===== src/rtl/core/rtps_pkg.sv =====
// Shared types and constants for the ready table priority selector.
// Used by rtps_cell, rtps_ctrl and ready_table_priority_select.
// No dependencies.
`default_nettype none

package rtps_pkg;

  localparam int SLOTS       = 16;
  localparam int SLOT_W      = (SLOTS > 1) ? $clog2(SLOTS) : 1;
  localparam int SLOT_PORT_W = 4;
  localparam int IDX_CMP_W   = (SLOT_W > SLOT_PORT_W) ? SLOT_W : SLOT_PORT_W;
  localparam int PID_W       = 8;
  localparam int PRIO_W      = 8;
  localparam int ARR_W       = 16;

  typedef logic [SLOT_W-1:0]      slot_idx_t;
  typedef logic [SLOT_PORT_W-1:0] slot_port_t;
  typedef logic [PID_W-1:0]       pid_t;
  typedef logic [PRIO_W-1:0]      prio_t;
  typedef logic [ARR_W-1:0]       arr_t;

  typedef enum logic {
    KIND_WRITE  = 1'b0,
    KIND_SELECT = 1'b1
  } kind_t;

  typedef enum logic {
    ST_IDLE = 1'b0,
    ST_SCAN = 1'b1
  } state_t;

  // Data written into one slot.
  typedef struct packed {
    logic  valid;
    pid_t  pid;
    prio_t prio;
    arr_t  arrival;
  } entry_t;

  // Running best candidate handed from cell to cell during a scan.
  typedef struct packed {
    logic      tag;
    logic      have;
    slot_idx_t pos;
    slot_idx_t slot;
    pid_t      pid;
    prio_t     prio;
    arr_t      arrival;
  } cand_t;

  // Control signals from the controller to the table.
  typedef struct packed {
    logic wr_en;
    logic launch;
  } ctrl_t;

endpackage

`default_nettype wire


===== src/rtl/core/ready_table_priority_select.sv =====
// Top level of the ready table priority selector: controller plus a chain of
// SLOTS cells. Depends on rtps_pkg, rtps_ctrl and rtps_cell.
//
//   channel   handshake            payload
//   command   start, busy          kind, slot, entry_valid, process_id,
//                                  prio_level, arrival
//   result    done (one cycle)     found, winner_slot, winner_id
//
// A write item is stored into its slot and the block stays ready.
// A select item sends a candidate down the chain, one cell per cycle; the
// result shows on done when the candidate leaves the last cell, and busy
// drops in the cycle after.
// Synchronous reset empties every slot and aborts any scan in flight.
// The receiver cannot stall; results are shown for exactly one cycle.
`default_nettype none

module ready_table_priority_select (
  input  logic                     clk,
  input  logic                     rst,
  input  logic                     start,
  output logic                     busy,
  input  logic                     kind,
  input  logic [3:0]               slot,
  input  logic                     entry_valid,
  input  logic [7:0]               process_id,
  input  logic [7:0]               prio_level,
  input  logic [15:0]              arrival,
  output logic                     done,
  output logic                     found,
  output logic [3:0]               winner_slot,
  output logic [7:0]               winner_id
);
  import rtps_pkg::*;

  ctrl_t  ctrl;
  entry_t wr_data;
  cand_t  launch_cand;
  cand_t  chain [SLOTS+1];
  cand_t  last;

  rtps_ctrl u_ctrl (
    .clk       (clk),
    .rst       (rst),
    .start     (start),
    .kind      (kind),
    .scan_done (last.tag),
    .busy      (busy),
    .ctrl      (ctrl)
  );

  assign wr_data.valid   = entry_valid;
  assign wr_data.pid     = process_id;
  assign wr_data.prio    = prio_level;
  assign wr_data.arrival = arrival;

  // The first cell sees an empty candidate tagged by the launch pulse.
  always_comb begin
    launch_cand     = '0;
    launch_cand.tag = ctrl.launch;
  end

  assign chain[0] = launch_cand;

  for (genvar i = 0; i < SLOTS; i++) begin : g_cell
    logic cell_wr;

    // Writes to an index with no cell match nothing and are dropped.
    assign cell_wr = ctrl.wr_en &&
                     (IDX_CMP_W'(slot) == IDX_CMP_W'(i));

    rtps_cell u_cell (
      .clk      (clk),
      .rst      (rst),
      .wr_en    (cell_wr),
      .wr_data  (wr_data),
      .cand_in  (chain[i]),
      .cand_out (chain[i+1])
    );
  end

  assign last        = chain[SLOTS];
  assign done        = last.tag;
  assign found       = last.have;
  assign winner_slot = last.have ? SLOT_PORT_W'({{SLOT_PORT_W{1'b0}}, last.slot}) : '0;
  assign winner_id   = last.have ? last.pid : '0;

endmodule

`default_nettype wire


===== src/rtl/core/rtps_cell.sv =====
// One slot of the ready table plus its stage of the selection chain.
// Depends on rtps_pkg.
`default_nettype none

module rtps_cell (
  input  logic           clk,
  input  logic           rst,
  input  logic           wr_en,
  input  rtps_pkg::entry_t wr_data,
  input  rtps_pkg::cand_t  cand_in,
  output rtps_pkg::cand_t  cand_out
);
  import rtps_pkg::*;

  logic   entry_valid;
  pid_t   entry_pid;
  prio_t  entry_prio;
  arr_t   entry_arrival;
  logic   own_beats;
  logic   take_own;
  cand_t  cand_next;

  always_ff @(posedge clk) begin
    if (rst) begin
      entry_valid <= 1'b0;
    end else if (wr_en) begin
      entry_valid <= wr_data.valid;
    end
  end

  always_ff @(posedge clk) begin
    if (wr_en) begin
      entry_pid     <= wr_data.pid;
      entry_prio    <= wr_data.prio;
      entry_arrival <= wr_data.arrival;
    end
  end

  // The incoming candidate comes from lower slots, so this slot only wins
  // when it is strictly better; exact ties keep the lower slot.
  always_comb begin
    if (entry_prio != cand_in.prio) begin
      own_beats = (entry_prio < cand_in.prio);
    end else if (entry_arrival != cand_in.arrival) begin
      own_beats = (entry_arrival < cand_in.arrival);
    end else begin
      own_beats = (entry_pid < cand_in.pid);
    end
  end

  assign take_own = entry_valid && (!cand_in.have || own_beats);

  always_comb begin
    cand_next     = cand_in;
    cand_next.pos = cand_in.pos + slot_idx_t'(1);
    if (take_own) begin
      cand_next.have    = 1'b1;
      cand_next.slot    = cand_in.pos;
      cand_next.pid     = entry_pid;
      cand_next.prio    = entry_prio;
      cand_next.arrival = entry_arrival;
    end
  end

  always_ff @(posedge clk) begin
    if (rst) begin
      cand_out <= '0;
    end else begin
      cand_out <= cand_next;
    end
  end

endmodule

`default_nettype wire


===== src/rtl/core/rtps_ctrl.sv =====
// Command controller: accepts items, starts a scan and waits for it to leave
// the end of the cell chain. Depends on rtps_pkg.
`default_nettype none

module rtps_ctrl (
  input  logic            clk,
  input  logic            rst,
  input  logic            start,
  input  logic            kind,
  input  logic            scan_done,
  output logic            busy,
  output rtps_pkg::ctrl_t ctrl
);
  import rtps_pkg::*;

  state_t state;
  state_t state_next;
  logic   accept;

  assign accept = start && (state == ST_IDLE);

  always_ff @(posedge clk) begin
    if (rst) begin
      state <= ST_IDLE;
    end else begin
      state <= state_next;
    end
  end

  always_comb begin
    state_next = state;
    case (state)
      ST_IDLE: begin
        if (accept && (kind == KIND_SELECT)) begin
          state_next = ST_SCAN;
        end
      end
      ST_SCAN: begin
        if (scan_done) begin
          state_next = ST_IDLE;
        end
      end
      default: state_next = ST_IDLE;
    endcase
  end

  always_comb begin
    busy        = 1'b0;
    ctrl.wr_en  = 1'b0;
    ctrl.launch = 1'b0;
    case (state)
      ST_IDLE: begin
        ctrl.wr_en  = accept && (kind == KIND_WRITE);
        ctrl.launch = accept && (kind == KIND_SELECT);
      end
      ST_SCAN: begin
        busy = 1'b1;
      end
      default: busy = 1'b0;
    endcase
  end

endmodule

`default_nettype wire


===== config.mk =====
export PLATFORM = sky130hd
export DESIGN_NAME = ready_table_priority_select
export DESIGN_NICKNAME = d
export VERILOG_FILES = /design/src/rtl/core/rtps_pkg.sv /design/src/rtl/core/ready_table_priority_select.sv /design/src/rtl/core/rtps_cell.sv /design/src/rtl/core/rtps_ctrl.sv
export SDC_FILE = /design/constraint.sdc
export NUM_CORES = 2
export LEC_CHECK = 0
export BUFFER_PORTS_ARGS = -buffer_cell sky130_fd_sc_hd__buf_2
export CAP_MARGIN = 40
export CORE_MARGIN = 1
export CORE_UTILIZATION = 40
export DETAILED_ROUTE_END_ITERATION = 8
export SLEW_MARGIN = 20
export SYNTH_ARGS = -nofsm -noshare
export SYNTH_HDL_FRONTEND = slang
export SYNTH_HIERARCHICAL = 1
export SYNTH_SLANG_ARGS = --single-unit

===== constraint.sdc =====
create_clock -name clk -period 4.85 [get_ports clk]
set_input_delay 0.485 -clock clk [delete_from_list [all_inputs] [get_ports clk]]
set_output_delay 0.485 -clock clk [all_outputs]
set_load 0.005 [all_outputs]

==> results_dict.tcl <==
set metrics [dict create \
    status "finished, violations left" \
    violations "DRC" \
    htreeDepth 3 \
    crit_slowest_cell "buf_4" \
    crit_path_max_incr_delay_ns 0.56 \
    drt-total-wl_mm 109 \
    leakagePower_nw 22.6 \
    tns_ns 0 \
    max_cap_viol_count 0 \
    endpoint_kind "flip-flop" \
    io_buffers 55 \
    core-area_um2 148000 \
    cts-root-buf "clkbuf_16" \
    grt_first_pass_wirelength_mm 175 \
    final_area_um2 65500 \
    netlist_instances 5054 \
    regArea_um2 28600 \
    num_vias 33300 \
    start_util_pct 40.3 \
    clock_path_buffers 3 \
    fmax_mhz 320 \
    initialDrtViolationCount 997 \
    dpl_cell_area_um2 61300 \
    start_kind "flip-flop" \
    cp.required_ns 5.46 \
    powerDensity_nw_per_um2 319 \
    multi_input_area_um2 27600 \
    syn_avg_cell_area_um2 11.8 \
    period_minus_slack_ns 3.12 \
    skew_ns 0.0387 \
    grt_pass1_vias 33500 \
    holdCritStartpoint "kind" \
    drive_above_1_share_pct 22.7 \
    gr-usage-all-layers_pct 14.5 \
    critPathKind "reg -> reg" \
    path_max_fanout 36 \
    slew_headroom_pct 48.2 \
    critical_path_arrival_ns 3.74 \
    drt_first_pass_iters 6 \
    cp-startpoint "g_cell[1].u_cell/entry_arrival[10]$_DFFE_PP_" \
    cts.sinks 1173 \
    grt_overflow 0 \
    preCtsSetupSlack_ns 1.73 \
    nets 5729 \
    route.detailed.drc 4 \
    cts_buffers 120 \
    setup_viol 0 \
    fp.dieW_um 388 \
    setup_slack_ns 1.73 \
    vias_per_cell 4.61 \
    slew_viol_final 0 \
    min_path_type "in -> reg" \
    wl_per_cell_um 15.0 \
    antenna_found_initial 4 \
    ant_nets 0 \
    rows 141 \
    finalHoldViolCount 0 \
    yosysWarningCount 6 \
    io-pin-count 56 \
    synth_area_um2 59500 \
    clk_pin_slew_ns 0.06 \
    rsz0062_at_grt "false" \
    dp_hpwl_mm 81.2 \
    gp_congestion 0.820 \
    crit_chain "ha_1, nand4_1, nor3_1, nor4b_1, o21ai_0, a211oi_4, buf_4, mux2i_1" \
    whs_ns 0.157 \
    worst_slew_pin_slew_ns 0.777 \
    die_area_um2 150000 \
    area_growth_pct 10.2 \
    r2r-start "g_cell[1].u_cell/entry_arrival[10]$_DFFE_PP_" \
    fillCellCount 13500 \
    cts_tree "built" \
    fin_crit_sh_pct 64.4 \
    vdd_drop_max_v 0.000265 \
    clkLatencyLatePin_ns 0.73 \
    power_mw 20.9 \
    grt_max_degree 205 \
    dieHeight_um 388 \
]
## stage by stage
| step | std cells | util (%) |
|---|---|---|
| global route | 7215 | 44.4 |
| finish | 7216 | 44.4 |
| CTS | 7213 | 44.4 |
| floorplan | 5136 | - |
| detailed placement | 6983 | 41.5 |
| global placement | 6977 | 41.4 |
## placed cells by master, fill, tap and decap left out, types with 17 or more instances in the layout
| master | count |
|---|---|
| a211oi_2 | 17 |
| nand2_1 | 49 |
| ha_1 | 511 |
| clkbuf_8 | 20 |
| conb_1 | 83 |
| buf_2 | 54 |
| o21ai_0 | 96 |
| nor3b_1 | 17 |
| clkbuf_16 | 128 |
| o211ai_1 | 32 |
| nor2b_1 | 63 |
| or2b_1 | 47 |
| inv_1 | 513 |
| nand2b_1 | 229 |
| dfxtp_1 | 661 |
| nor2_1 | 173 |
| nand3_1 | 32 |
| a21oi_1 | 160 |
| nand4_1 | 112 |
| edfxtp_1 | 512 |
| mux2i_1 | 568 |
| or2b_2 | 831 |
| buf_4 | 45 |
| clkinv_2 | 27 |
| clkbuf_1 | 33 |
## registers in the layout, indices dropped and copies added (netlist names)
name	flops
g_cell.u_cell/entry_prio	128
u_ctrl/state	1
g_cell.u_cell/cand_out	644
g_cell.u_cell/entry_arrival	256
g_cell.u_cell/entry_pid	128
g_cell.u_cell/entry_valid	16
## final timing paths
| kind | slack, ns | end | cells past startpoint |
|---|---|---|---|
| setup / recovery | 1.73 | g_cell[1].u_cell/cand_out[9]$_SDFF_PP0_ | 8 |
| setup reg to reg | 1.73 | g_cell[1].u_cell/cand_out[9]$_SDFF_PP0_ | 8 |
| hold / removal | 0.16 | g_cell[0].u_cell/cand_out[41]$_SDFF_PP0_ | 4 |
| hold reg to reg | 0.43 | g_cell[15].u_cell/cand_out[41]$_SDFF_PP0_ | 1 |
## power by group
part | total (mW) | switching, mW | leakage (nW) | internal [mW]
Sequential | 10.5 | 0.0665 | 9.97 | 10.4
Clock | 9.57 | 3.77 | 2.07 | 5.80
Combinational | 0.828 | 0.492 | 10.5 | 0.336
## cell type report
cell class	count	area share, %
sequential	1173	43.7
multi-input combinational	3258	42.1
clock buffer	181	5.50
tap	1930	3.68
inverter	513	2.94
timing repair buffer	111	1.28
clock inverter	47	0.884
antenna	3	0.0115
## layer usage
layer	part of all wire, %	vias up	wire, um	GRT usage (%)
li1	-	17300	-	-
met1	45	15400	48400	17.4
met2	50	319	54200	26.3
met3	2.5	207	2690	2.18
met4	2.9	0	3170	4.57
met5	0	-	0	0
## worst max-delay path, delay by kind of cell (launching register included)
kind / cells / cell delay, ns
adders and majority gates: 1 / 0.31
buffers and inverters: 1 / 0.56
muxes: 1 / 0.29
AOI/OAI and AO/OA: 2 / 0.55
DFF: 1 / 0.39
and+or+nand+nor: 3 / 0.91
## repair_timing
| item | in CTS | in global routing |
|---|---|---|
| hold endpoints to repair | 1 | 0 |
| hold buffers | 2 | 0 |
| setup buffers | 0 | 0 |
| resized for setup | 0 | 0 |
Power figures use the tool's default switching activity.
